`src/rtl/fra_pkg.sv`:
```
// ----------------------------------------------------------------------------
// fra_pkg
// Types, register indexes and the control program of the frame rate averager.
// ----------------------------------------------------------------------------
package fra_pkg;

    localparam int STAMP_W   = 64;
    localparam int RATE_W    = 32;
    localparam int ALPHA_W   = 17;
    localparam int COUNT_W   = 14;
    localparam int WARM_W    = 8;
    localparam int CFG_IDX_W = 8;
    localparam int CFG_DAT_W = 32;

    // divider geometry: 48-bit dividend, one quotient bit per step
    localparam int NUM_W  = 48;
    localparam int QCNT_W = 6;
    localparam logic [QCNT_W-1:0] RATE_DIV_STEPS  = 6'd48;
    localparam logic [QCNT_W-1:0] ALPHA_DIV_STEPS = 6'd17;

    localparam logic [ALPHA_W-1:0] ONE_Q16  = 17'h10000;
    localparam logic [RATE_W-1:0]  RATE_SAT = 32'hFFFF_FFFF;

    // configuration register indexes
    localparam logic [CFG_IDX_W-1:0] REG_TICK_FREQUENCY = 8'd0;
    localparam logic [CFG_IDX_W-1:0] REG_WARMUP_FRAMES  = 8'd1;
    localparam logic [CFG_IDX_W-1:0] REG_STEADY_ALPHA   = 8'd2;
    localparam logic [CFG_IDX_W-1:0] REG_RESTART_COUNT  = 8'd3;

    // program addresses
    localparam int PC_W = 4;
    localparam logic [PC_W-1:0] PC_IDLE       = 4'd0;
    localparam logic [PC_W-1:0] PC_RATE_LOAD  = 4'd1;
    localparam logic [PC_W-1:0] PC_RATE_LOOP  = 4'd2;
    localparam logic [PC_W-1:0] PC_RATE_SAVE  = 4'd3;
    localparam logic [PC_W-1:0] PC_ALPHA_LOAD = 4'd4;
    localparam logic [PC_W-1:0] PC_ALPHA_LOOP = 4'd5;
    localparam logic [PC_W-1:0] PC_ALPHA_SAVE = 4'd6;
    localparam logic [PC_W-1:0] PC_DIFF       = 4'd7;
    localparam logic [PC_W-1:0] PC_MUL        = 4'd8;
    localparam logic [PC_W-1:0] PC_BLEND      = 4'd9;
    localparam logic [PC_W-1:0] PC_EMIT       = 4'd10;

    typedef enum logic [3:0] {
        OP_IDLE,
        OP_RATE_LOAD,
        OP_DIV_STEP,
        OP_RATE_SAVE,
        OP_ALPHA_LOAD,
        OP_ALPHA_SAVE,
        OP_DIFF,
        OP_MUL,
        OP_BLEND,
        OP_EMIT
    } op_t;

    typedef enum logic [1:0] {
        COND_NEXT,
        COND_ALWAYS,
        COND_DIV_MORE,
        COND_STEADY
    } cond_t;

    typedef struct packed {
        op_t             op;
        cond_t           cond;
        logic [PC_W-1:0] target;
    } ctrl_word_t;

    function automatic ctrl_word_t prog_word(input logic [PC_W-1:0] pc);
        ctrl_word_t w;
        case (pc)
            PC_IDLE:       w = '{OP_IDLE,       COND_NEXT,     PC_IDLE};
            PC_RATE_LOAD:  w = '{OP_RATE_LOAD,  COND_NEXT,     PC_IDLE};
            PC_RATE_LOOP:  w = '{OP_DIV_STEP,   COND_DIV_MORE, PC_RATE_LOOP};
            PC_RATE_SAVE:  w = '{OP_RATE_SAVE,  COND_STEADY,   PC_ALPHA_SAVE};
            PC_ALPHA_LOAD: w = '{OP_ALPHA_LOAD, COND_NEXT,     PC_IDLE};
            PC_ALPHA_LOOP: w = '{OP_DIV_STEP,   COND_DIV_MORE, PC_ALPHA_LOOP};
            PC_ALPHA_SAVE: w = '{OP_ALPHA_SAVE, COND_NEXT,     PC_IDLE};
            PC_DIFF:       w = '{OP_DIFF,       COND_NEXT,     PC_IDLE};
            PC_MUL:        w = '{OP_MUL,        COND_NEXT,     PC_IDLE};
            PC_BLEND:      w = '{OP_BLEND,      COND_NEXT,     PC_IDLE};
            PC_EMIT:       w = '{OP_EMIT,       COND_ALWAYS,   PC_IDLE};
            default:       w = '{OP_IDLE,       COND_ALWAYS,   PC_IDLE};
        endcase
        return w;
    endfunction

endpackage

```
`src/rtl/frame_rate_averager.sv`:
```
// ----------------------------------------------------------------------------
// frame_rate_averager
// Frame rate meter: elapsed ticks between start and end words, rate in Q16.16,
// exponential moving average of the rate, driven by a small microprogram.
// ----------------------------------------------------------------------------
//  channel  | handshake           | payload
//  ---------+---------------------+-----------------------------------------
//  in       | in_valid/in_ready   | operation (0 start, 1 end), timestamp
//  out      | out_valid/out_ready | average_rate (Q16.16)
//  cfg      | cfg_valid/cfg_ready | cfg_index, cfg_data (always ready)
//
//  A start word only stores its timestamp. An end word holds the sequencer
//  through the 48-step rate division and, during warmup only, the 17-step
//  alpha division, both on one restoring divider; steady state skips the latter.
//  in_ready is high only at the idle step; the emit step waits while the output
//  register still holds a word that has not been taken.
//  Reset clears the control and the state and loads the register defaults.
// ----------------------------------------------------------------------------
module frame_rate_averager
    import fra_pkg::*;
(
    input  logic                 clk,
    input  logic                 rst_n,
    input  logic                 in_valid,
    output logic                 in_ready,
    input  logic                 operation,
    input  logic [STAMP_W-1:0]   timestamp,
    output logic                 out_valid,
    input  logic                 out_ready,
    output logic [RATE_W-1:0]    average_rate,
    input  logic                 cfg_valid,
    output logic                 cfg_ready,
    input  logic [CFG_IDX_W-1:0] cfg_index,
    input  logic [CFG_DAT_W-1:0] cfg_data
);

    // control and state registers
    logic [PC_W-1:0]    pc_reg,        pc_next;
    logic [RATE_W-1:0]  tick_freq_reg, tick_freq_next;
    logic [WARM_W-1:0]  warmup_reg,    warmup_next;
    logic [ALPHA_W-1:0] steady_reg,    steady_next;
    logic [COUNT_W-1:0] restart_reg,   restart_next;
    logic [STAMP_W-1:0] start_reg,     start_next;
    logic [RATE_W-1:0]  avg_reg,       avg_next;
    logic [COUNT_W-1:0] count_reg,     count_next;
    logic               out_valid_reg, out_valid_next;

    // datapath registers
    logic [STAMP_W-1:0] rem_reg,   rem_next;
    logic [STAMP_W-1:0] div_reg,   div_next;
    logic [NUM_W-1:0]   num_reg,   num_next;
    logic [NUM_W-1:0]   quo_reg,   quo_next;
    logic [QCNT_W-1:0]  cnt_reg,   cnt_next;
    logic [COUNT_W:0]   n_reg,     n_next;
    logic [RATE_W-1:0]  rate_reg,  rate_next;
    logic [ALPHA_W-1:0] alpha_reg, alpha_next;
    logic [RATE_W-1:0]  diff_reg,  diff_next;
    logic               neg_reg,   neg_next;
    logic [RATE_W+ALPHA_W-1:0] prod_reg, prod_next;
    logic [RATE_W-1:0]  out_reg,   out_next;

    ctrl_word_t          ctrl;
    logic                in_fire;
    logic                out_free;
    logic                steady;
    logic                stall;
    logic                jump;
    logic [STAMP_W:0]    trial;
    logic [STAMP_W:0]    trial_sub;
    logic                trial_ge;
    logic [RATE_W+ALPHA_W:0] prod_up;
    logic [ALPHA_W-1:0]  steady_clamped;

    assign ctrl      = prog_word(pc_reg);
    assign in_ready  = (ctrl.op == OP_IDLE);
    assign in_fire   = in_valid && in_ready;
    assign cfg_ready = 1'b1;
    assign out_valid = out_valid_reg;
    assign average_rate = out_reg;
    assign out_free  = !out_valid_reg || out_ready;
    assign steady    = (n_reg > {{(COUNT_W+1-WARM_W){1'b0}}, warmup_reg});

    assign steady_clamped = (steady_reg > ONE_Q16) ? ONE_Q16 : steady_reg;

    // restoring divider step: shift in the next dividend bit, subtract if it fits
    assign trial     = {rem_reg, num_reg[NUM_W-1]};
    assign trial_sub = trial - {1'b0, div_reg};
    assign trial_ge  = (trial >= {1'b0, div_reg});

    assign prod_up = {1'b0, prod_reg} + (RATE_W+ALPHA_W+1)'(16'hFFFF);

    // sequencer
    always_comb
    begin
        stall = ((ctrl.op == OP_IDLE) && !(in_fire && operation))
             || ((ctrl.op == OP_EMIT) && !out_free);
        case (ctrl.cond)
            COND_NEXT:     jump = 1'b0;
            COND_ALWAYS:   jump = 1'b1;
            COND_DIV_MORE: jump = (cnt_reg > QCNT_W'(1));
            COND_STEADY:   jump = steady;
            default:       jump = 1'b0;
        endcase
        if (stall)
            pc_next = pc_reg;
        else if (jump)
            pc_next = ctrl.target;
        else
            pc_next = pc_reg + PC_W'(1);
    end

    // datapath
    always_comb
    begin
        tick_freq_next = tick_freq_reg;
        warmup_next    = warmup_reg;
        steady_next    = steady_reg;
        restart_next   = restart_reg;
        start_next     = start_reg;
        avg_next       = avg_reg;
        count_next     = count_reg;
        out_valid_next = out_valid_reg && !out_ready;
        rem_next       = rem_reg;
        div_next       = div_reg;
        num_next       = num_reg;
        quo_next       = quo_reg;
        cnt_next       = cnt_reg;
        n_next         = n_reg;
        rate_next      = rate_reg;
        alpha_next     = alpha_reg;
        diff_next      = diff_reg;
        neg_next       = neg_reg;
        prod_next      = prod_reg;
        out_next       = out_reg;

        if (cfg_valid && cfg_ready)
        begin
            case (cfg_index)
                REG_TICK_FREQUENCY: tick_freq_next = cfg_data[RATE_W-1:0];
                REG_WARMUP_FRAMES:  warmup_next    = cfg_data[WARM_W-1:0];
                REG_STEADY_ALPHA:   steady_next    = cfg_data[ALPHA_W-1:0];
                REG_RESTART_COUNT:  restart_next   = cfg_data[COUNT_W-1:0];
                default:            ;
            endcase
        end

        case (ctrl.op)
            OP_IDLE:
            begin
                if (in_fire)
                begin
                    if (operation)
                    begin
                        div_next = timestamp - start_reg;
                        n_next   = {1'b0, count_reg} + (COUNT_W+1)'(1);
                    end
                    else
                        start_next = timestamp;
                end
            end
            OP_RATE_LOAD:
            begin
                num_next = {tick_freq_reg, 16'h0000};
                rem_next = '0;
                quo_next = '0;
                cnt_next = RATE_DIV_STEPS;
            end
            OP_DIV_STEP:
            begin
                rem_next = trial_ge ? trial_sub[STAMP_W-1:0] : trial[STAMP_W-1:0];
                quo_next = {quo_reg[NUM_W-2:0], trial_ge};
                num_next = {num_reg[NUM_W-2:0], 1'b0};
                cnt_next = cnt_reg - QCNT_W'(1);
            end
            OP_RATE_SAVE:
            begin
                // saturate on overflow; a zero divisor yields all ones too
                rate_next = (|quo_reg[NUM_W-1:RATE_W]) ? RATE_SAT : quo_reg[RATE_W-1:0];
            end
            OP_ALPHA_LOAD:
            begin
                // dividend 65536 aligned to the top so 17 steps finish the quotient
                num_next = {ONE_Q16, (NUM_W-ALPHA_W)'(0)};
                div_next = {(STAMP_W-COUNT_W-1)'(0), n_reg};
                rem_next = '0;
                quo_next = '0;
                cnt_next = ALPHA_DIV_STEPS;
            end
            OP_ALPHA_SAVE:
                alpha_next = steady ? steady_clamped : quo_reg[ALPHA_W-1:0];
            OP_DIFF:
            begin
                neg_next  = (rate_reg < avg_reg);
                diff_next = (rate_reg < avg_reg) ? (avg_reg - rate_reg)
                                                 : (rate_reg - avg_reg);
            end
            OP_MUL:
                prod_next = diff_reg * alpha_reg;
            OP_BLEND:
            begin
                // floor toward minus infinity on the falling side
                if (neg_reg)
                    avg_next = avg_reg - prod_up[RATE_W+15:16];
                else
                    avg_next = avg_reg + prod_reg[RATE_W+15:16];
                count_next = (n_reg > {1'b0, restart_reg}) ? '0 : n_reg[COUNT_W-1:0];
            end
            OP_EMIT:
            begin
                if (out_free)
                begin
                    out_next       = avg_reg;
                    out_valid_next = 1'b1;
                end
            end
            default: ;
        endcase
    end

    always_ff @(posedge clk or negedge rst_n)
    begin
        if (!rst_n)
        begin
            pc_reg        <= PC_IDLE;
            tick_freq_reg <= 32'd100000000;
            warmup_reg    <= 8'd50;
            steady_reg    <= 17'd655;
            restart_reg   <= 14'd10000;
            start_reg     <= '0;
            avg_reg       <= '0;
            count_reg     <= '0;
            out_valid_reg <= 1'b0;
        end
        else
        begin
            pc_reg        <= pc_next;
            tick_freq_reg <= tick_freq_next;
            warmup_reg    <= warmup_next;
            steady_reg    <= steady_next;
            restart_reg   <= restart_next;
            start_reg     <= start_next;
            avg_reg       <= avg_next;
            count_reg     <= count_next;
            out_valid_reg <= out_valid_next;
        end
    end

    always_ff @(posedge clk)
    begin
        rem_reg   <= rem_next;
        div_reg   <= div_next;
        num_reg   <= num_next;
        quo_reg   <= quo_next;
        cnt_reg   <= cnt_next;
        n_reg     <= n_next;
        rate_reg  <= rate_next;
        alpha_reg <= alpha_next;
        diff_reg  <= diff_next;
        neg_reg   <= neg_next;
        prod_reg  <= prod_next;
        out_reg   <= out_next;
    end

    // remainder stays below a nonzero divisor throughout the division loops
    a_rem_bound: assert property (@(posedge clk) disable iff (!rst_n)
        ((pc_reg == PC_RATE_LOOP || pc_reg == PC_ALPHA_LOOP) && div_reg != '0)
        |-> rem_reg < div_reg)
        else $error("divider remainder not below divisor");

    // step counter never runs out inside a loop
    a_cnt_live: assert property (@(posedge clk) disable iff (!rst_n)
        (pc_reg == PC_RATE_LOOP || pc_reg == PC_ALPHA_LOOP) |-> cnt_reg != '0)
        else $error("divider loop entered with zero step count");

    // the alpha division only runs in warmup, on a nonzero frame number
    a_warmup_div: assert property (@(posedge clk) disable iff (!rst_n)
        (pc_reg == PC_ALPHA_LOAD) |-> (!steady && n_reg != '0))
        else $error("alpha division outside warmup");

    // the blend weight never exceeds one
    a_alpha_max: assert property (@(posedge clk) disable iff (!rst_n)
        (pc_reg == PC_MUL) |-> alpha_reg <= ONE_Q16)
        else $error("alpha above one");

    // a new result word appears only from the emit step
    a_emit_src: assert property (@(posedge clk) disable iff (!rst_n)
        $rose(out_valid_reg) |-> $past(pc_reg) == PC_EMIT)
        else $error("output word raised outside emit step");

endmodule
```
`config.mk`:
```
export PLATFORM = sky130hd
export DESIGN_NAME = frame_rate_averager
export DESIGN_NICKNAME = d
export VERILOG_FILES = /design/src/rtl/fra_pkg.sv /design/src/rtl/frame_rate_averager.sv
export SDC_FILE = /design/constraint.sdc
export NUM_CORES = 2
export LEC_CHECK = 0
export ABC_AREA = 1
export CAP_MARGIN = 20
export CORE_ASPECT_RATIO = 0.5
export CORE_MARGIN = 5
export CORE_UTILIZATION = 50
export DETAILED_ROUTE_END_ITERATION = 7
export DONT_BUFFER_PORTS = 1
export GPL_TIMING_DRIVEN = 0
export SYNTH_ARGS = -nofsm -noshare
export SYNTH_HDL_FRONTEND = slang
export SYNTH_SLANG_ARGS = --single-unit
```
`constraint.sdc`:
```
create_clock -name clk -period 10.1 [get_ports clk]
set_input_delay 3.03 -clock clk [delete_from_list [all_inputs] [get_ports clk]]
set_output_delay 3.03 -clock clk [all_outputs]
set_load 0.03 [all_outputs]
```
After elaboration in Yosys (flattened, before gate mapping)
Memory sizes are Yosys's and may differ from the RTL's.
Cells that the tools add are included.
{ "totals": {"n_memories": 1, "regBits": 593, "elab_cells": 101, "rom_bits": 144, "in_bits": 110} }
{ "classes": {"n_addsub": 10, "mux": 17, "order_cmp": 6, "n_reduce_logical": 27, "n_bitwise": 1, "n_mul": 1, "eq_ne": 17} }
{ "memory_table": {"columns": ["memory", "depth", "word_bits", "rd", "rd_ports_with_merged_regs", "write_ports", "line", "source"], "rows": [
  ["(no name shown)", 16, 9, 1, 0, 0, "fra_pkg.sv:72", "case (pc)"]
]} }
{ "op_table": {"columns": ["cell", "count"], "rows": [
  ["64-bit one-hot mux with 2 select lines", 2],
  ["64-bit 2-to-1 mux", 3],
  ["48-bit one-hot mux with 3 select lines", 1],
  ["64-bit subtractor", 2],
  ["48-bit one-hot mux with 2 select lines", 1],
  ["32-bit subtractor", 3],
  ["65-bit by 64-bit greater-or-equal comparator with 1-bit output", 1],
  ["32-bit 2-to-1 mux", 2],
  ["48-bit by 16-bit adder with 48-bit output (second input constant)", 1],
  ["32-bit by 17-bit multiplier with 48-bit output", 1],
  ["17-bit 2-to-1 mux", 2],
  ["32-bit adder", 1],
  ["32-bit < comparator", 1],
  ["6-bit one-hot mux with 3 select lines", 1],
  ["17-bit > comparator (second input constant)", 1],
  ["4-bit by 3-bit == test with 1-bit output (second input constant)", 4],
  ["8-bit by 2-bit == test with 1-bit output (second input constant)", 2],
  ["16-bit OR reduction", 1],
  ["14-bit by 1-bit adder with 15-bit output (second input constant)", 1],
  ["15-bit by 14-bit > comparator with 1-bit output", 1],
  ["15-bit by 8-bit > comparator with 1-bit output", 1],
  ["14-bit 2-to-1 mux", 1],
  ["2-bit AND reduction", 5],
  ["3-bit AND reduction", 3],
  ["other kinds (23)", 37]
]} }

Longest topological paths before layout
An unclocked memory read counts as a cell.
{ "logic_depth": {"ltp_word": 7, "mapped_depth": 29} }

Worst setup path after synthesis
No wires, ideal clock.
{ "synth_path": {"path_type": "input -> register", "start": "input port in_valid", "end": "register div_reg[0], enable pin", "arrival_time_ns": 6.223, "path_slack_ns": 3.369, "required_ns": 9.593, "stages": 2, "path_cell_list": "a21oi_1 a21oi_1"} }
{ "synth_via": {"elab_chain_cells": 3} }
{ "synth_lines": {"columns": ["element", "line", "source"], "rows": [
  ["from (decl)", "frame_rate_averager.sv:24", "input logic in_valid,"],
  ["1-bit logical AND", "frame_rate_averager.sv:76", "assign in_fire = in_valid && in_ready;"],
  ["2-bit by 1-bit inequality test with 1-bit output (no source line)", null, null],
  ["3-bit AND reduction (no source line)", null, null],
  ["to (signal assigned)", "frame_rate_averager.sv:251", "div_reg <= div_next;"],
  ["to (decl)", "frame_rate_averager.sv:50", "logic [STAMP_W-1:0] div_reg, div_next;"]
]} }
No other way between the ends.
A chain may end at the register's enable or synchronous reset.

Worst setup path after layout
{ "layout_path": {"start": "register diff_reg[26]", "end": "register prod_reg[46] (data pin)"} }
{ "layout_via": {"elab_chain_cells": 1} }
{ "layout_lines": {"columns": ["element", "line", "source"], "rows": [
  ["from (decl)", "frame_rate_averager.sv:57", "logic [RATE_W-1:0] diff_reg, diff_next;"],
  ["from (signal assigned)", "frame_rate_averager.sv:258", "diff_reg <= diff_next;"],
  ["32-bit by 17-bit multiplier with 48-bit output", "frame_rate_averager.sv:198", "prod_next = diff_reg * alpha_reg;"],
  ["to (signal assigned)", "frame_rate_averager.sv:260", "prod_reg <= prod_next;"],
  ["to (decl)", "frame_rate_averager.sv:59", "logic [RATE_W+ALPHA_W-1:0] prod_reg, prod_next;"]
]} }
No other way between the ends.

==> metrics.json <==
{
  "status": "finished clean",
  "synth_top_cell_by_area": "sky130_fd_sc_hd__edfxtp_1",
  "timing.critical_path.to_type": "flop",
  "detail_route.drc_violations": 0,
  "post_syn_area_sq_um": 59800,
  "skew_ns": 0.0477,
  "chip_width_um": 499,
  "max-slew-margin-rel": 0.227,
  "hold_path_startpoint": "tick_freq_reg[26]",
  "cp_data_arrival_time_ns": 8.10,
  "post_cts_sizing_count": 0,
  "clk-insertion-delay-late_ns": 0.70,
  "period_share": 0.762,
  "timing.final.crit_period_ns": 7.69,
  "port_buffers": 0,
  "drt-wirelength-per-cell_um": 21.2,
  "gp_routability_congestion": 1.01,
  "drv_cap": 0,
  "postRouteWirelength_um": 211000,
  "fin_tns_setup_ns": 0,
  "routed-via-count": 53300,
  "cts.path.max_buffers": 3,
  "die_area_sq_um": 127000,
  "pin_count": 145,
  "ys_seq_elements": 577,
  "type_of_the_most_critical_hold_path": "flop to flop",
  "worst_setup_path_start_kind": "flop",
  "timing.rr.start": "diff_reg[26]",
  "postCtsSetupBuffers": 0,
  "max_clock_freq_mhz": 130,
  "ff2ff_setup_slack_ns": 2.41,
  "cts_num_sinks": 577,
  "seq_area_frac_synth": 0.275,
  "number_of_antenna_violations_at_the_first_check_in_global_routing": 3,
  "detailed_place_hpwl_um": 175000,
  "maxSlewViolCount": 0,
  "ys_async_sr_fraction": 0.322,
  "drive_above_1_share": 0.0348,
  "cts-htree-levels": 2,
  "tritoncts": "yes",
  "clock_tree.root_cell": "sky130_fd_sc_hd__clkbuf_16",
  "post_route_ant_nets": 0,
  "cts.clk_slew.worst_paths_ns": 0.06,
  "postSynthCellCount": 8265,
  "post_synth.cell_area_avg_sq_um": 7.24,
  "dieHeight_um": 255,
  "post_synth_main_area_contributors": "sky130_fd_sc_hd__edfxtp_1 20%, sky130_fd_sc_hd__fa_1 15%, sky130_fd_sc_hd__nand2_1 15%",
  "drt_pre_antenna_iters": 6,
  "grtUsageTotal": 0.331,
  "critPathRequiredTime_ns": 10.51,
  "timing.rr.end": "prod_reg[46]",
  "synth_enable_flop_cells": 391,
  "rr_worst_depth": 22,
  "diodes": 0,
  "core.rowCount": 89,
  "drt_iter0_markers": 4629,
  "syn_to_final_growth_pct": 7.34,
  "fillerInstances": 11900,
  "post-synth-top-area-fraction": 0.196,
  "start_util": 0.505,
  "num-nets-final": 9270,
  "gr-total-overflow": 0,
  "drt-vias-per-instance": 5.35,
  "setup-violations-final": 0,
  "synth-main-ff-cell": "sky130_fd_sc_hd__edfxtp_1",
  "grt_pass1_wl_um": 318000,
  "rsz0062_at_grt": "false",
  "grt_max_degree": 187,
  "fp.coreArea_sq_um": 118000,
  "worst_slew_pin_slew_ns": 1.15,
  "worstSetupEndpoint": "prod_reg[46]",
  "hold_bufs_inserted_after_cts": 0,
  "postSynthNetCount": 9201,
  "hold_viol": 0,
  "crit_start": "diff_reg[26]",
  "synth.distinct_cells": 61,
  "yosysWarningCount": 0,
  "critPathKind": "flop to flop",
  "grt_pass1_vias": 52000,
  "critPathMaxFanout": 10,
  "cts_buffers": 59
}
-- logic make-up (layout without fill, tap and decap cells) --
family / Yosys count / after routing / share of synthesized area
AOI/OAI and AO/OA: 971 / 971 / 0.0885
adders and majority gates: 826 / 826 / 0.230
xor gates and xnor gates: 199 / 199 / 0.0291
muxes: 2 / 2 / 0.000356
other: 1 / 1 / 0.0000627
and+or+nand+nor: 3700 / 3700 / 0.250
DFF: 577 / 577 / 0.275
buffers and inverters: 1989 / 2109 / 0.128
-- final cells by class --
cell class | count | area [sq um] | share of cell area
Multi-Input combinational cell | 5699 | 35800 | 0.558
Clock buffer | 73 | 1640 | 0.0256
Timing Repair Buffer | 8 | 150 | 0.00234
Sequential cell | 577 | 16400 | 0.256
Buffer | 245 | 1100 | 0.0171
Tap cell | 1592 | 1990 | 0.0310
Clock inverter | 39 | 543 | 0.00846
Inverter | 1744 | 6550 | 0.102
-- stage by stage --
stage,setup slack (ns),hold slack (ns),instances,area [sq um],util
after floorplan,3.37,0.443,8265,59800,-
after global placement,1.99,0.454,9857,61800,0.522
after detailed placement,2.66,0.455,9865,62000,0.524
after CTS,2.61,0.466,9977,64200,0.543
after global routing,2.24,0.473,9977,64200,0.543
final,2.41,0.463,9977,64200,0.543
-- metal layers --
metal	part of all wire	wire, um	GRT usage	vias to the layer above
met5	0.000062	13	0	-
met4	0.046	9810	0.134	2
met3	0.077	16300	0.0600	410
met2	0.45	95300	0.542	1969
met1	0.42	89600	0.438	25400
li1	-	-	-	25600
-- worst max-delay path: stages (launching register included) --
cell,delay [ns]
sky130_fd_sc_hd__edfxtp_1,0.32
sky130_fd_sc_hd__clkbuf_1,0.73
sky130_fd_sc_hd__clkbuf_1,0.80
sky130_fd_sc_hd__nand2_1,0.18
sky130_fd_sc_hd__fa_1,0.62
sky130_fd_sc_hd__fa_1,0.45
sky130_fd_sc_hd__fa_1,0.52
sky130_fd_sc_hd__fa_1,0.56
sky130_fd_sc_hd__inv_1,0.07
sky130_fd_sc_hd__fa_1,0.56
sky130_fd_sc_hd__inv_1,0.07
sky130_fd_sc_hd__fa_1,0.54
sky130_fd_sc_hd__inv_1,0.12
sky130_fd_sc_hd__ha_1,0.42
sky130_fd_sc_hd__nand2_1,0.14
sky130_fd_sc_hd__inv_1,0.05
sky130_fd_sc_hd__a21boi_0,0.31
sky130_fd_sc_hd__o21ai_0,0.15
sky130_fd_sc_hd__a21oi_1,0.17
sky130_fd_sc_hd__nand3_1,0.14
sky130_fd_sc_hd__nand2_1,0.08
sky130_fd_sc_hd__nand2_1,0.06
sky130_fd_sc_hd__xor2_1,0.37
-- synth_stat cells (all sizes together), types with 71 or more instances --
master,instances
nor3,71
nand3,256
inv,1744
clkbuf,174
dfrtp,160
a21oi,450
xor2,149
fa,453
nand2,2323
edfxtp,391
buf,71
o21ai,358
nor2,866
ha,373
-- worst min path at each step --
stage	cells past startpoint	slack, ns	to
2_1_floorplan	2	0.44	tick_freq_reg[17]
3_3_place_gp	2	0.45	tick_freq_reg[18]
3_5_place_dp	2	0.46	tick_freq_reg[18]
4_1_cts	2	0.47	tick_freq_reg[18]
5_1_grt	2	0.47	tick_freq_reg[18]
6_report	2	0.46	tick_freq_reg[26]
-- layout by cell type, fill, tap and decap left out, drive strengths merged, types with 39 or more instances in the layout --
cell type,instances
xor2,149
buf,79
o21bai,43
nand3,256
ha,373
xnor2,50
inv,1750
edfxtp,391
nor3,71
fa,453
nand4,59
dfrtp,160
nor2,866
nand2,2323
o21ai,358
nand3b,55
clkbuf,247
nor4,39
a21oi,450
Power is left out: the tool's default activity adds up to more than one toggle a clock period on the data nets, which glitch-free logic cannot reach.
